### config.mk
export PLATFORM = sky130hd
export DESIGN_NAME = gb5_outq
export DESIGN_NICKNAME = d
export VERILOG_FILES = /design/src/hw/rtl/gb5_pkg.sv /design/src/hw/rtl/gb5_outq.sv
export SDC_FILE = /design/constraint.sdc
export NUM_CORES = 1
export LEC_CHECK = 0
export BUFFER_PORTS_ARGS = -buffer_cell sky130_fd_sc_hd__buf_2
export CAP_MARGIN = 20
export CORE_MARGIN = 2
export CORE_UTILIZATION = 45
export DETAILED_ROUTE_END_ITERATION = 16
export SYNTH_ARGS = -nofsm -noshare
export SYNTH_HDL_FRONTEND = slang
export SYNTH_SLANG_ARGS = --single-unit
### constraint.sdc
create_clock -name clk -period 3.71 [get_ports clk]
set_input_delay 0 -clock clk [delete_from_list [all_inputs] [get_ports clk]]
set_output_delay 0 -clock clk [all_outputs]
set_load 0.01 [all_outputs]
### src/hw/rtl/gb5_pkg.sv
// Shared types and constants of the 5x5 binomial RGB blur core.
// Used by gb5_linebuf, gb5_outq and gaussian_blur_5x5_rgb_core; depends on nothing.
`default_nettype none

package gb5_pkg;

    localparam int KSIZE = 5;
    localparam int NCH = 3;
    localparam int CHAN_W = 8;
    localparam int CFG_W = 12;
    localparam int IDX_W = 2;
    localparam int MAX_HEIGHT = 2048;
    localparam int H_W = 12;
    localparam int Y_W = 11;
    localparam int FRAME_WIDTH_RST = 640;
    localparam int FRAME_HEIGHT_RST = 480;

    localparam int VS_W = 12;
    localparam int HS_W = 15;
    localparam int PROD_W = 30;
    localparam int RECIP_SHIFT = 21;
    localparam logic [HS_W-1:0] RECIP = 15'd20972;
    localparam int QUO_W = 9;
    localparam logic [CHAN_W-1:0] CHAN_MAX = 8'd255;

    localparam int OUTQ_DEPTH = 8;
    localparam int OUTQ_PW = $clog2(OUTQ_DEPTH);
    localparam int OUTQ_CW = $clog2(OUTQ_DEPTH + 1);

    localparam logic CMD_PIXEL = 1'b0;

    typedef enum logic [IDX_W-1:0] {
        REG_FRAME_WIDTH  = 2'd0,
        REG_FRAME_HEIGHT = 2'd1
    } cfg_reg_t;

    typedef logic [NCH*CHAN_W-1:0] pixel_t;

    // Slot 0 holds the line above the current pixel, slot 3 the line four rows up.
    typedef pixel_t [KSIZE-2:0] entry_t;

    // Element 0 is the current pixel, element k the pixel k lines above it.
    typedef pixel_t [KSIZE-1:0] column_t;

    typedef struct packed {
        pixel_t pix;
        logic   frame_end;
    } result_t;

endpackage

`default_nettype wire

### src/hw/rtl/gb5_outq.sv
// Small result queue that decouples the arithmetic pipeline from the output stall.
// Depends on gb5_pkg for the result type and the queue depth.
`default_nettype none

module gb5_outq (
    input  wire                    clk,
    input  wire                    rst_n,
    input  wire                    push,
    input  wire gb5_pkg::result_t  push_data,
    input  wire                    pop,
    output logic                   valid,
    output gb5_pkg::result_t       head
);

    localparam int PW = gb5_pkg::OUTQ_PW;
    localparam int CW = gb5_pkg::OUTQ_CW;

    gb5_pkg::result_t q_reg [gb5_pkg::OUTQ_DEPTH];

    logic [PW-1:0] wr_ptr_reg;
    logic [PW-1:0] rd_ptr_reg;
    logic [CW-1:0] count_reg;
    logic [CW-1:0] count_next;
    logic          do_pop;

    assign valid  = (count_reg != '0);
    assign head   = q_reg[rd_ptr_reg];
    assign do_pop = pop && valid;

    always_comb
    begin
        unique case ({push, do_pop})
            2'b10:   count_next = count_reg + CW'(1);
            2'b01:   count_next = count_reg - CW'(1);
            default: count_next = count_reg;
        endcase
    end

    always_ff @(posedge clk or negedge rst_n)
    begin
        if (!rst_n)
        begin
            wr_ptr_reg <= '0;
            rd_ptr_reg <= '0;
            count_reg  <= '0;
        end
        else
        begin
            count_reg <= count_next;
            if (push)
            begin
                wr_ptr_reg <= (wr_ptr_reg == PW'(gb5_pkg::OUTQ_DEPTH - 1)) ? '0
                                                                          : wr_ptr_reg + PW'(1);
            end
            if (do_pop)
            begin
                rd_ptr_reg <= (rd_ptr_reg == PW'(gb5_pkg::OUTQ_DEPTH - 1)) ? '0
                                                                          : rd_ptr_reg + PW'(1);
            end
        end
    end

    always_ff @(posedge clk)
    begin
        if (push)
        begin
            q_reg[wr_ptr_reg] <= push_data;
        end
    end

endmodule

`default_nettype wire

* Word level (Yosys, flattened, before mapping)
Memories as Yosys holds them, arrays and structs flattened.
Index checks and enable logic that the tools add are counted.
** Word-level totals
- Bits of input ports :: 29
- Word-level logic and storage cells :: 20
- Bits in registers :: 10
- Output and inout bits :: 26
- Memory bits (writable) :: 200
- Memories kept :: 1
** Memories
- q_reg :: depth 8, width 25, read ports 1, clocked after Yosys merged registers in 0, write ports 1, line gb5_outq.sv:18 : gb5_pkg::result_t q_reg [gb5_pkg::OUTQ_DEPTH];
** Operators by class
- Equality and inequality tests :: 4
- $add $sub $neg :: 4
- Muxes and demuxes :: 5
- Reductions and logical operators :: 3
** Operators with widths (count)
- case mux 4 bit (2 select lines) :: 1
- adder 3 x 1 -> 3 bit, second input constant :: 2
- equality test 3 bit, second input constant :: 2
- 2-to-1 mux 3 bit :: 2
- adder 4 x 1 -> 4 bit, second input constant :: 1
- nonzero test 4 bit :: 1
- subtractor 4 x 1 -> 4 bit, second input constant :: 1
- equality test 2 x 1 -> 1 bit, second input constant :: 1
- equality test 2 bit, second input constant :: 1
- 2-to-1 mux 1 bit :: 2
- nonzero test 2 bit :: 1
- logical AND 1 bit :: 1

* Logic depth before layout (Yosys ltp)
Gate-level depths: netlist (run 1).
- Depth in word-level cells :: 4
- Gate-level depth with buffers :: 10
- Depth with buffers taken out :: 10

* Worst setup path after synthesis (run 1)
Ideal clock, no wire load.
- Path type :: register to register
- Start :: register wr_ptr_reg[2]
- End :: memory q_reg[0][0] in the netlist's numbering, enable pin
- Data arrival time :: 2311 ps
- Required time :: 3272 ps
- Library setup time :: 438 ps
- Setup slack :: 961 ps
- Cell stages (with the launch flop) :: 3
- Path buffers :: 0
- Clock period less this slack :: 2749 ps
- Cells stage by stage :: dfrtp_1 > nand2b_1 > nor3_1
** RTL lines
- start, declared :: line gb5_outq.sv:20 : logic [PW-1:0] wr_ptr_reg;
- start signal, assigned :: line gb5_outq.sv:52 : wr_ptr_reg <= (wr_ptr_reg == PW'(gb5_pkg::OUTQ_DEPTH - 1)) ? '0
- end, declared :: line gb5_outq.sv:18
No word-level cell before the write port.

==> impl_metrics.env, run 1 <==
export IMPL_status="completed"
export IMPL_critical_path_required_ns=3.71
export IMPL_antenna_found_initial=0
export IMPL_post_synth_inst_count=349
export IMPL_cts_root_buf="clkbuf_16"
export IMPL_synthesis_nets=385
export IMPL_yosysSeqAreaShare_pct=75.6
export IMPL_drv_slew=0
export IMPL_synth_seq_cells=210
export IMPL_grt_pass1_vias=4074
export IMPL_row_count=49
export IMPL_vias=3776
export IMPL_power_mw=7.30
export IMPL_gr_total_overflow=0
export IMPL_drv_cap=0
export IMPL_netlist_area_um2=8280
export IMPL_synth_warnings=0
export IMPL_crit_type="flop to primary output"
export IMPL_grt_max_degree=41
export IMPL_cp_max_fo=32
export IMPL_cp_slowest_cell="dfrtp_2"
export IMPL_leakage_nw=3.39
export IMPL_cellPowerDensity_nw_per_um2=743
export IMPL_clockBufferDepth=3
export IMPL_die_w_um=140
export IMPL_drcViolationCount=0
export IMPL_cts_sinks=210
export IMPL_drive_above_1_share_pct=30.4
export IMPL_io_buffers=54
export IMPL_finalCriticalPeriod_ns=2.70
export IMPL_htree_levels=1
export IMPL_nets=485
export IMPL_holdWs_ns=0.311
export IMPL_ant_nets=0
export IMPL_setup_viol=0
export IMPL_end_kind="primary output"
export IMPL_hpwlAfterDp_mm=8.29
export IMPL_clock_skew_final_ns=0.00873
export IMPL_ir_drop_uv=440
export IMPL_grt_pass1_wl_mm=23.7
export IMPL_core_area_um2=18000
export IMPL_max_stage_delay_ns=0.80
export IMPL_yosys_cell_types_count=25
export IMPL_ios=55
export IMPL_numCtsBuffers=22
export IMPL_clock_latency_ns=0.49
export IMPL_cts_tree="done"
export IMPL_cts_resized=0
export IMPL_gp_congestion=0.736
export IMPL_crit_chain="buf_12 > mux4_1 > mux2_2 > buf_2"
export IMPL_hold_viol_final=0
export IMPL_critPathLaunchType="flop"
export IMPL_die_area_um2=19500
export IMPL_period_share_pct=72.9
export IMPL_hold_path_class="primary input to flop"
export IMPL_rsz0062_at_grt="false"
export IMPL_finalWirelength_mm=15.4
export IMPL_vias_per_cell=5.45
export IMPL_largest_reg_flops=200
export IMPL_max_slew_margin_pct=32.0
export IMPL_path_clk_slew_ns=0.06
export IMPL_firstDrtPassIters=4
export IMPL_area_growth_pct=18.7
export IMPL_routedWlPerCell_um=22.2
export IMPL_worst_pin_slew_ns=1.02
export IMPL_antenna_cells=0
export IMPL_final_cells=693
export IMPL_grt_usage_pct=16.1
export IMPL_tns_ns=0
export IMPL_critical_path_arrival_ns=2.70
export IMPL_initial_core_util_pct=45.9
export IMPL_drtIter0Drc=228
export IMPL_die_y_um=140
export IMPL_dp_cells=625
export IMPL_syn_area_per_cell_um2=23.7
export IMPL_fmax_ghz=0.370
-- logic make-up (layout without fill, tap and decap cells) --
kind of cell,after synthesis,in the layout,synth area share (%)
xor+xnor,5,5,0.529
mux,80,80,19.6
flops,210,210,75.6
simple gates,25,25,1.57
buf+inv,18,133,1.36
fa+ha+maj,7,7,1.06
compound gates,4,4,0.317
-- through the flow --
step           util, %  setup WS, ns  cell area, µm²
4_1_cts           54.5         0.956            9830
3_3_place_gp      49.2          1.31            8860
6_report          54.5          1.01            9830
2_1_floorplan        -         0.961            8280
3_5_place_dp      49.2          1.19            8860
5_1_grt           54.5         0.895            9830
-- final cells by class --
type                            instances  area (µm²)
Inverter                                3        11.3
Clock buffer                           29         598
Fill cell                            1402        8200
Multi-Input combinational cell        121        1960
Tap cell                              229         287
Sequential cell                       210        6260
Timing Repair Buffer                   91         633
Clock inverter                         10        73.8
-- critical path, delay by kind of cell (launching register included) --
family / cells / cell delay, ns
buffers and inverters: 2 / 0.48
multiplexers: 2 / 0.90
flip-flops: 1 / 0.80
-- synthesized netlist by cell type --
cell type	count	share of area, %
edfxtp_1	200	73
mux4_1	42	13
mux2_2	30	4.1
dfrtp_1	10	3.0
clkbuf_1	8	0.36
mux4_2	8	2.2
nor2_1	8	0.36
ha_1	7	1.1
buf_6	6	0.82
nand2_1	4	0.18
nor3_1	4	0.24
inv_1	3	0.14
nand2b_1	3	0.23
xor2_1	3	0.32
nand3b_1	2	0.18
xnor2_1	2	0.21
a2111oi_0	1	0.11
a21o_1	1	0.091
a21oi_1	1	0.060
buf_1	1	0.045
nand3_1	1	0.060
nor4_1	1	0.076
nor4b_1	1	0.11
o21ai_0	1	0.060
or4_4	1	0.14
-- metal layers --
layer | up-vias | GRT usage [%] | part of all wire, %
li1 | 1702 | - | -
met1 | 1989 | 20.6 | 43
met2 | 65 | 28.7 | 52
met3 | 20 | 2.55 | 3.0
met4 | 0 | 4.26 | 1.7
met5 | - | 0 | 0
-- path summary, 6_finish.rpt --
path,end,startpoint,cells past startpoint,slack [ns]
worst max-delay path,head[19],rd_ptr_reg[0]$_DFFE_PN0N_,4,1.01
worst min-delay path,q_reg[0][21]$_DFFE_PP_,push_data[21],2,0.31
worst max register to register,count_reg[2]$_DFFE_PN0P_,count_reg[1]$_DFFE_PN0P_,10,1.19
worst min register to register,count_reg[3]$_DFFE_PN0P_,count_reg[3]$_DFFE_PN0P_,1,0.54
max in group asynchronous,rd_ptr_reg[1]$_DFFE_PN0N_,rst_n,3,2.81
min in group asynchronous,wr_ptr_reg[2]$_DFFE_PN0P_,rst_n,3,0.53
-- what timing repair did --
item	CTS	global route
setup buffers	0	0
hold buffers	29	0
hold endpoints to repair	216	0
-- power breakdown --
group / internal, mW / total, mW / switching [mW]
Sequential: 2.99 / 3.25 / 0.265
Combinational: 1.05 / 2.01 / 0.964
Clock: 1.20 / 2.04 / 0.838
-- layout by cell type, fill, tap and decap left out, types with 2 or more instances in the layout --
| master | count |
|---|---|
| xnor2_1 | 2 |
| inv_1 | 3 |
| buf_2 | 54 |
| dlygate4sd3_1 | 29 |
| nor3_2 | 2 |
| nor3_1 | 2 |
| clkbuf_1 | 6 |
| edfxtp_1 | 200 |
| buf_4 | 7 |
| xor2_1 | 3 |
| ha_1 | 7 |
| dfrtp_1 | 8 |
| nor2_4 | 6 |
| clkbuf_16 | 23 |
| dfrtp_2 | 2 |
| mux4_1 | 42 |
| clkinv_1 | 3 |
| nor2_1 | 2 |
| clkinv_2 | 5 |
| nand3b_1 | 2 |
| mux4_2 | 8 |
| nand2b_1 | 3 |
| nand2_1 | 4 |
| mux2_2 | 30 |
Note: power is estimated with default switching activity, not from simulation.
==> run 2: changes to the inputs <==
Settings changed: ABC_AREA set to 1.
Clock period 3.71 ns to 2.6 ns, I/O delays scaled along.
==> run 2 against run 1 <==
Effect of this change: final cell count up 49%; first-iteration DRC count up 87%; largest cell class unchanged; core utilization down 0.87 points; combinational power up 80%; global-route usage up 1.7 points; final area up 1.4%; routed wire length up 14%.
==> impl_metrics.env, run 2 <==
export IMPL_synth_ff_type="edfxtp_1"
export IMPL_synth_compound_area_share_pct=9.42
export IMPL_worst_pin_slew_ns=0.718
export IMPL_yosysMostFrequentCell="edfxtp_1"
export IMPL_drv_cap=0
export IMPL_power_mw=10.9
export IMPL_synthesis_nets=734
export IMPL_reg2reg_from="count_reg[2]$_DFFE_PN0P_"
export IMPL_mostFrequentLayoutCells="edfxtp_1 (200), nor2_1 (156), nand2_1 (99)"
export IMPL_cts_sinks=210
export IMPL_cp_max_fo=88
export IMPL_path_clk_slew_ns=0.06
export IMPL_leakage_nw=3.62
export IMPL_setup_viol=0
export IMPL_row_count=50
export IMPL_critical_path_required_ns=2.60
export IMPL_crit_type="flop to primary output"
export IMPL_synth_seq_cells=210
export IMPL_rsz0062_at_grt="false"
export IMPL_nets=820
export IMPL_die_area_um2=20000
export IMPL_finalCriticalPeriod_ns=2.10
export IMPL_synth_top_area_cell="edfxtp_1"
export IMPL_drv_slew=0
export IMPL_ios=55
export IMPL_dp_cells=965
export IMPL_period_share_pct=80.8
export IMPL_synth_edf_count=200
export IMPL_firstDrtPassIters=5
export IMPL_finalWirelength_mm=17.5
export IMPL_fmax_ghz=0.476
export IMPL_grt_usage_pct=17.7
export IMPL_cts_tree="done"
export IMPL_cellPowerDensity_nw_per_um2=1100
export IMPL_async_flop_share_pct=4.76
export IMPL_synthSimpleGateAreaFrac_pct=11.9
export IMPL_synth_xor_xnor_area_share_pct=0.310
export IMPL_status="completed"
export IMPL_io_buffers=54
export IMPL_yosysSeqAreaShare_pct=73.7
export IMPL_hpwlAfterDp_mm=9.84
export IMPL_synth_fa_ha_area_share_pct=1.03
export IMPL_max_slew_margin_pct=52.1
export IMPL_tns_ns=0
export IMPL_core_area_um2=18600
export IMPL_muxShareOfSynthArea_pct=0
export IMPL_drive_above_1_share_pct=14.0
export IMPL_critical_path_arrival_ns=2.10
export IMPL_vias_per_cell=5.21
export IMPL_cts_setup_buffers=0
export IMPL_synth_top_family_by_area="simple AND/OR/NAND/NOR gates"
export IMPL_worstHoldPathCells=5
export IMPL_antenna_cells=0
export IMPL_final_cells=1033
export IMPL_synthTopCellsByCount="edfxtp_1 (200), nor2_1 (164), nand2_1 (99), o21ai_1 (92), o21ai_0 (64)"
export IMPL_antenna_found_initial=0
export IMPL_vias=5386
export IMPL_netlist_area_leader_share_pct=70.8
export IMPL_hold_path_class="primary input to flop"
export IMPL_clock_skew_final_ns=0.0110
export IMPL_synth_warnings=0
export IMPL_htree_levels=1
export IMPL_area_growth_pct=17.5
export IMPL_die_y_um=141
export IMPL_yosys_cell_types_count=21
export IMPL_worstHoldStart="pop"
export IMPL_die_w_um=141
export IMPL_grt_pass1_vias=5347
export IMPL_drtIter0Drc=427
export IMPL_initial_core_util_pct=45.7
export IMPL_grt_pass1_wl_mm=27.9
export IMPL_numCtsBuffers=22
export IMPL_hold_viol_final=0
export IMPL_layout_commonest_cell="edfxtp_1"
export IMPL_netlist_area_um2=8490
export IMPL_largest_reg_flops=200
export IMPL_gp_congestion=0.821
export IMPL_critPathLaunchType="flop"
export IMPL_end_kind="primary output"
export IMPL_gr_total_overflow=0
export IMPL_ys_top_cells_by_area="edfxtp_1 (71%), nor2_1 (7.3%), o21ai_1 (5.4%)"
export IMPL_clockBufferDepth=3
export IMPL_ant_nets=0
export IMPL_drcViolationCount=0
export IMPL_rr_worst_depth=11
export IMPL_post_synth_inst_count=698
export IMPL_ir_drop_uv=842
export IMPL_cp_startpoint="rd_ptr_reg[1]$_DFFE_PN0N_"
export IMPL_grt_max_degree=103
export IMPL_clock_latency_ns=0.49
export IMPL_cts_root_buf="clkbuf_16"
export IMPL_syn_area_per_cell_um2=12.2
export IMPL_routedWlPerCell_um=17.0
## run 2: cell types whose count changed after synthesis, moves of 5 or more
cell	previous run	this run
mux4_1	42	0
o21ai_1	0	92
inv_1	3	13
buf_2	0	18
buf_6	6	11
mux4_2	8	0
nor2_1	8	164
mux2_2	30	0
nand2_1	4	99
o21ai_0	1	64
## run 2: area by class of cell
type                            count  area, µm²
Tap cell                          234        293
Inverter                           14       52.6
Multi-Input combinational cell    436       1940
Clock buffer                       28        594
Fill cell                        1612       8610
Clock inverter                     11        101
Timing Repair Buffer              100        726
Sequential cell                   210       6260
## run 2: worst paths after layout
path	end	slack [ns]
worst min register to register	count_reg[0]$_DFFE_PN0P_	0.53
min in group asynchronous	count_reg[3]$_DFFE_PN0P_	0.51
worst max-delay path	head[22]	0.50
max in group asynchronous	rd_ptr_reg[0]$_DFFE_PN0N_	1.75
worst max register to register	count_reg[2]$_DFFE_PN0P_	0.56
worst min-delay path	rd_ptr_reg[1]$_DFFE_PN0N_	0.32
## run 2: worst max-delay path: stages, from the launching register on
cell	delay, ns
dfrtp_2	0.53
buf_12	0.34
o21ai_0	0.15
o21ai_1	0.20
nand2_1	0.08
nand2_1	0.08
buf_2	0.13
## run 2: repair_timing
item / CTS / global route
gates resized for setup: 0 / 0
endpoints found under the hold margin: 216 / 0
hold buffers: 29 / 0
setup endpoints to repair: 0 / 0
## run 2: logic make-up after synthesis
kind of cell    count (synthesis)
compound gates                159
xor+xnor                        3
fa+ha+maj                       7
buf+inv                        52
flops                         210
simple gates                  267
## run 2: through the flow
step                util, %  area, µm²  hold WS (ns)  worst slack (ns)
floorplan                 -       8490        -0.296             0.575
global route           53.6       9970         0.321             0.308
detailed placement     48.3       8980        -0.125             0.627
CTS                    53.6       9970         0.296             0.453
global placement       48.3       8980        -0.131             0.786
finish                 53.6       9970         0.317             0.500
## run 2: per-layer routing
layer  track usage, %  up-vias  wire [µm]
li1                 -     2611          -
met1             24.4     2648       8000
met2             30.1      108       8540
met3             2.87       19        752
met4             4.11        0        244
met5                0        -          0
## run 2: power by group
group | total, mW | internal [mW] | switching (mW)
Clock | 3.00 | 1.81 | 1.19
Sequential | 4.34 | 4.17 | 0.170
Combinational | 3.61 | 1.20 | 2.41
